==> config.mk <==
export PLATFORM = sky130hd
export DESIGN_NAME = gmlct_out_index
export DESIGN_NICKNAME = d
export VERILOG_FILES = /design/src/sv/gmlct_pkg.sv /design/src/sv/gmlct_out_index.sv
export SDC_FILE = /design/constraint.sdc
export NUM_CORES = 1
export LEC_CHECK = 0
export BUFFER_PORTS_ARGS = -buffer_cell sky130_fd_sc_hd__buf_4
export CAP_MARGIN = 10
export CELL_PAD_IN_SITES_DETAIL_PLACEMENT = 1
export CELL_PAD_IN_SITES_GLOBAL_PLACEMENT = 1
export CORE_MARGIN = 8
export CORE_UTILIZATION = 29
export DETAILED_ROUTE_END_ITERATION = 10
export HOLD_SLACK_MARGIN = 0.05
export PLACE_DENSITY = 0.73
export SETUP_SLACK_MARGIN = 0.5
export SYNTH_ARGS = -nofsm -noshare
export SYNTH_HDL_FRONTEND = slang
export SYNTH_SLANG_ARGS = --single-unit
==> constraint.sdc <==
create_clock -name clk_i -period 2.5 [get_ports clk_i]
set_input_delay 0.375 -clock clk_i [delete_from_list [all_inputs] [get_ports clk_i]]
set_output_delay 0.375 -clock clk_i [all_outputs]
set_load 0.05 [all_outputs]
==> src/sv/gmlct_pkg.sv <==
// ----------------------------------------------------------------------------
// gmlct_pkg
// Types and fixed constants shared by the gamma/matrix/LUT color transform.
// ----------------------------------------------------------------------------
package gmlct_pkg;

  // Number of color channels that carry tables and matrix columns.
  localparam int CHANNELS    = 3;

  // Input gamma tables: 256 entries of unsigned Q1.16 per channel.
  localparam int GAMMA_DEPTH = 256;
  localparam int GAMMA_AW    = 8;
  localparam int GAMMA_W     = 17;

  // Matrix coefficients are signed Q2.14, packed three to a 48-bit row.
  localparam int COEF_W      = 16;
  localparam int ROW_W       = 48;
  localparam int CFG_IDX_W   = 2;

  // Product of an unsigned Q1.16 and a signed Q2.14, and the sum of three.
  localparam int PROD_W      = 34;
  localparam int SUM_W       = 36;

  // Saturated non-negative Q.30 sum: 0 .. 2^30 inclusive.
  localparam int SAT_W       = 31;
  localparam int Q30_SHIFT   = 30;
  localparam int ROUND_HALF  = 1 << 29;
  localparam logic [SAT_W-1:0] SAT_MAX = {1'b1, {(SAT_W-1){1'b0}}};

  // Table write fields.
  localparam int TIDX_W      = 13;
  localparam int TVAL_W      = 17;
  localparam logic [1:0] CH_LAST = 2'd2;

  // Matrix row reset values form the identity matrix.
  localparam logic [ROW_W-1:0] ROW_RED_RST   = 48'h0000_0000_4000;
  localparam logic [ROW_W-1:0] ROW_GREEN_RST = 48'h0000_4000_0000;
  localparam logic [ROW_W-1:0] ROW_BLUE_RST  = 48'h4000_0000_0000;

  // Item kinds carried in the action field.
  typedef enum logic [1:0] {
    ACT_PIXEL  = 2'd0,
    ACT_GAMMA  = 2'd1,
    ACT_OUTPUT = 2'd2
  } action_e;

  // Configuration register indexes.
  typedef enum logic [CFG_IDX_W-1:0] {
    CFG_ROW_RED   = 2'd0,
    CFG_ROW_GREEN = 2'd1,
    CFG_ROW_BLUE  = 2'd2
  } cfg_idx_e;

  // Input beat.
  typedef struct packed {
    logic [1:0]        action;
    logic [7:0]        red;
    logic [7:0]        green;
    logic [7:0]        blue;
    logic [7:0]        alpha;
    logic              end_of_run;
    logic [1:0]        table_channel;
    logic [TIDX_W-1:0] table_index;
    logic [TVAL_W-1:0] table_value;
  } pix_t;

  // Result beat.
  typedef struct packed {
    logic [7:0] red_out;
    logic [7:0] green_out;
    logic [7:0] blue_out;
    logic [7:0] alpha_out;
    logic       end_of_run_out;
  } res_t;

  // Side information that travels down the pipeline with each item.
  typedef struct packed {
    logic              is_pix;
    logic [7:0]        alpha;
    logic              eor;
    logic [1:0]        ochan;
    logic [TIDX_W-1:0] oidx;
    logic [7:0]        oval;
  } side_t;

  // After the gamma lookup.
  typedef struct packed {
    logic [CHANNELS-1:0][GAMMA_W-1:0] gam;
    side_t                            side;
  } gam_t;

  // After the matrix multiply and saturation.
  typedef struct packed {
    logic [CHANNELS-1:0][SAT_W-1:0] sat;
    side_t                          side;
  } sat_t;

endpackage

==> src/sv/gmlct_out_index.sv <==
// ----------------------------------------------------------------------------
// gmlct_out_index
// Scales a saturated Q.30 sum to an output table index, rounded half-up and clamped.
// ----------------------------------------------------------------------------
module gmlct_out_index #(
  parameter int OUT_TABLE_SIZE = 8192
) (
  input  logic                                   clk_i,
  input  logic                                   rst_ni,
  input  logic                                   in_valid_i,
  output logic                                   in_ready_o,
  input  gmlct_pkg::sat_t                        in_beat_i,
  output logic                                   out_valid_o,
  input  logic                                   out_ready_i,
  output logic [gmlct_pkg::CHANNELS-1:0][$clog2(OUT_TABLE_SIZE)-1:0] out_idx_o,
  output gmlct_pkg::side_t                       out_side_o
);

  localparam int NC    = gmlct_pkg::CHANNELS;
  localparam int IDX_W = $clog2(OUT_TABLE_SIZE);
  localparam int SZ_W  = $clog2(OUT_TABLE_SIZE + 1);
  localparam int SCL_W = gmlct_pkg::SAT_W + SZ_W;
  localparam int FUL_W = SCL_W - gmlct_pkg::Q30_SHIFT;

  logic                            valid_q, valid_d;
  logic [SCL_W-1:0]                scaled [NC];
  logic [SCL_W-1:0]                rounded [NC];
  logic [FUL_W-1:0]                full [NC];
  logic [NC-1:0][IDX_W-1:0]        idx_d;
  logic [NC-1:0][IDX_W-1:0]        idx_q;
  gmlct_pkg::side_t                side_q;

  assign in_ready_o = !valid_q || out_ready_i;

  // Multiply by the table size, add one half, keep the integer part and clamp it.
  always_comb begin
    for (int j = 0; j < NC; j++) begin
      scaled[j]  = SCL_W'(in_beat_i.sat[j]) * SCL_W'(OUT_TABLE_SIZE);
      rounded[j] = scaled[j] + SCL_W'(gmlct_pkg::ROUND_HALF);
      full[j]    = rounded[j][SCL_W-1:gmlct_pkg::Q30_SHIFT];
      if (full[j] > FUL_W'(OUT_TABLE_SIZE - 1)) begin
        idx_d[j] = IDX_W'(OUT_TABLE_SIZE - 1);
      end else begin
        idx_d[j] = full[j][IDX_W-1:0];
      end
    end
  end

  always_comb begin
    valid_d = valid_q;
    if (in_ready_o) begin
      valid_d = in_valid_i;
    end
  end

  always_ff @(posedge clk_i or negedge rst_ni) begin
    if (!rst_ni) begin
      valid_q <= 1'b0;
    end else begin
      valid_q <= valid_d;
    end
  end

  always_ff @(posedge clk_i) begin
    if (in_ready_o) begin
      idx_q  <= idx_d;
      side_q <= in_beat_i.side;
    end
  end

  assign out_valid_o = valid_q;
  assign out_idx_o   = idx_q;
  assign out_side_o  = side_q;

endmodule

==> impl_metrics.yaml <==
grt:
  grt_pass1_vias: 2683
  grt_use_met3: 0.0384
  antenna_found_initial: 1
  grt-busiest-layer: "met2"
  grt-ovfl-total: 0
  grt_max_degree: 43
  grt_pass1_wl_um: 14500
  gr-usage-met1: 0.147
  globalRouteMet2Util: 0.207
  grt_usage: 0.126
place:
  io_buffers: 155
  post-place-ws_ns: 0.317
  place_inst: 530
  dp_hpwl_um: 7660
  place.gp.congestion: 0.791
floorplanning:
  dieArea_sq_mm: 0.0148
  core_sq_mm: 0.0108
  row_count: 38
  start_util: 0.298
  io_pins: 204
  die_x_um: 122
  die-height_um: 122
cells_and_area:
  nets: 535
  stdcell_count: 547
  layout_common_cells: "buf_4 (158), edfxtp_1 (72), nand2_1 (39), xnor2_1 (16), nand4_1 (13)"
  drive_above_1_share: 0.457
  final_common_cell: "buf_4"
  antenna_cells: 0
  area_delta_synth_final_pct: 48.5
timing:
  setup_ws_ns: 0.676
  period_minus_slack_ns: 1.82
  worst_pin_slew_ns: 0.493
  finalSetupViolations: 0
  maxSlewViolCount: 0
  finalSetupTns_ns: 0
  max_slew_margin: 0.671
  rsz0062_at_grt: "false"
  max_freq_mhz: 548
  fin_skew_ns: 0.00591
  finalHoldViolations: 0
  fin_crit_sh: 0.730
worst_hold_path:
  whs_path_depth: 1
  hold_end: "out_side_o[13]"
  hold_start: "in_beat_i[13]"
  hold_class: "in -> reg"
clock_tree:
  clk_pin_slew_ns: 0.08
  cts-root-buf: "clkbuf_8"
  htree_levels: 3
  cts_tree: "done"
  cts_buffers: 9
  clock-sinks: 73
  postCtsSetupBuffers: 0
  cts.path.max_buffers: 2
  clock_latency_ns: 0.34
yosys:
  synthArstFlopShare: 0.0137
  netlist_area_sq_mm: 0.00323
  syn_inst: 238
  synth_fp_nets: 371
  yosys-top-cells-area: "edfxtp_1 (67%), nand2_1 (4.5%), xnor2_1 (4.3%)"
  syn_area_per_cell_sq_um: 13.6
  yosysUniqueCellTypes: 36
  ys.warnings.count: 0
  synth-seq-cells: 73
  synth_flop_cell: "edfxtp_1"
  yosysTopAreaCell: "edfxtp_1"
  synth_edf_count: 72
  ys_seq_area_frac: 0.677
  yosysTopAreaCellShare: 0.669
detailed_routing:
  drc: 0
  via_per_inst: 4.64
  ant_nets: 0
  wl_per_cell_um: 17.5
  wl_um: 9560
  first_pass_iters: 4
  dr.first_iter.drc_count: 86
  via_count: 2536
setup_path:
  rrSetupSlack_ns: 1.05
  rr_worst_depth: 2
  arrival_ns: 1.45
  timing.rr.end: "out_side_o[3]"
  worstPathMaxFanout: 33
  crit_type: "reg -> out"
  required_ns: 2.12
  crit_path_start_kind: "flop"
  reg2reg_from: "out_valid_o"
  endpoint_kind: "primary output"
power:
  ir_worst_vdd_mv: 0.220
  power_density_mw_per_mm2: 646
  leakage_nw: 1.88
  totalPowerFinal_w: 0.00310
outcome:
  outcome: "complete, no violations"
flow_run:
  timing.max_cap.violations: 0
## metal layers
metal / part of all wire / up-vias
li1: - / 1224
met5: 0.0014 / -
met3: 0.077 / 11
met4: 0.016 / 2
met1: 0.43 / 1196
met2: 0.47 / 103
## repair_timing
item | CTS | global route
hold buffers | 1 | 0
endpoints found under the hold margin | 1 | 0
gates resized for setup | 0 | 0
## worst max path at each step
| stage | start | to | cells after the start |
|---|---|---|---|
| 2_1_floorplan | in_beat_i[80] | out_idx_o[18] | 6 |
| 3_3_place_gp | in_beat_i[80] | out_idx_o[17] | 7 |
| 3_5_place_dp | in_beat_i[80] | out_idx_o[17] | 7 |
| 4_1_cts | out_valid_o | in_ready_o | 2 |
| 5_1_grt | out_valid_o | in_ready_o | 2 |
| 6_report | out_valid_o | in_ready_o | 2 |
## where the power goes
part	internal (W)	leakage (nW)	total, W	switching (W)
combinational	0.000231	1.09	0.000682	0.000451
sequential	0.00144	0.695	0.00146	0.0000231
clock	0.000516	0.103	0.000953	0.000437
total	0.00219	1.88	0.00310	0.000912
## worst max-delay path: stages (launching register included)
cell and delay (ns):
dfrtp_1 0.42, nand2b_4 0.39, buf_4 0.29
## flip-flops by register name, indices dropped and copies added (netlist names)
name         flops
out_idx_o       39
out_side_o      33
out_valid_o      1
## stage by stage
stage | cell area (sq um) | util | hold WS, ns
floorplan | 3240 | - | 0.0794
global placement | 4580 | 0.423 | 0.151
detailed placement | 4580 | 0.423 | 0.153
CTS | 4800 | 0.443 | 0.176
global route | 4800 | 0.443 | 0.177
finish | 4800 | 0.443 | 0.202
## kinds of logic after synthesis
kind of cell,synth area share
XOR/XNOR,0.0732
flip-flops,0.677
AO/OA/AOI/OAI,0.0329
multiplexers,0.0170
adder cells (fa/ha/maj),0.0116
AND/OR/NAND/NOR,0.172
buffers and inverters,0.0163
## cells in the mapped netlist, drive strengths merged, types with 3 or more instances
| master | n |
|---|---|
| a31oi | 5 |
| and3 | 4 |
| and4 | 7 |
| buf | 4 |
| clkbuf | 3 |
| edfxtp | 72 |
| ha | 3 |
| inv | 4 |
| mux2i | 4 |
| nand2 | 41 |
| nand2b | 6 |
| nand3 | 11 |
| nand4 | 13 |
| nor2 | 5 |
| nor3 | 5 |
| nor4 | 6 |
| o21ai | 9 |
| xnor2 | 16 |
| xor2 | 11 |
## final cells by class
type / instances / area [sq um]
repair buffers: 160 / 1220
clock buffers: 12 / 155
inverters: 4 / 15.0
fillers: 1183 / 6040
clock inverters: 4 / 51.3
multi-input cells: 154 / 1000
flip-flops and latches: 73 / 2190
well taps: 140 / 175
No activity file was read; power rests on OpenSTA's default activity.
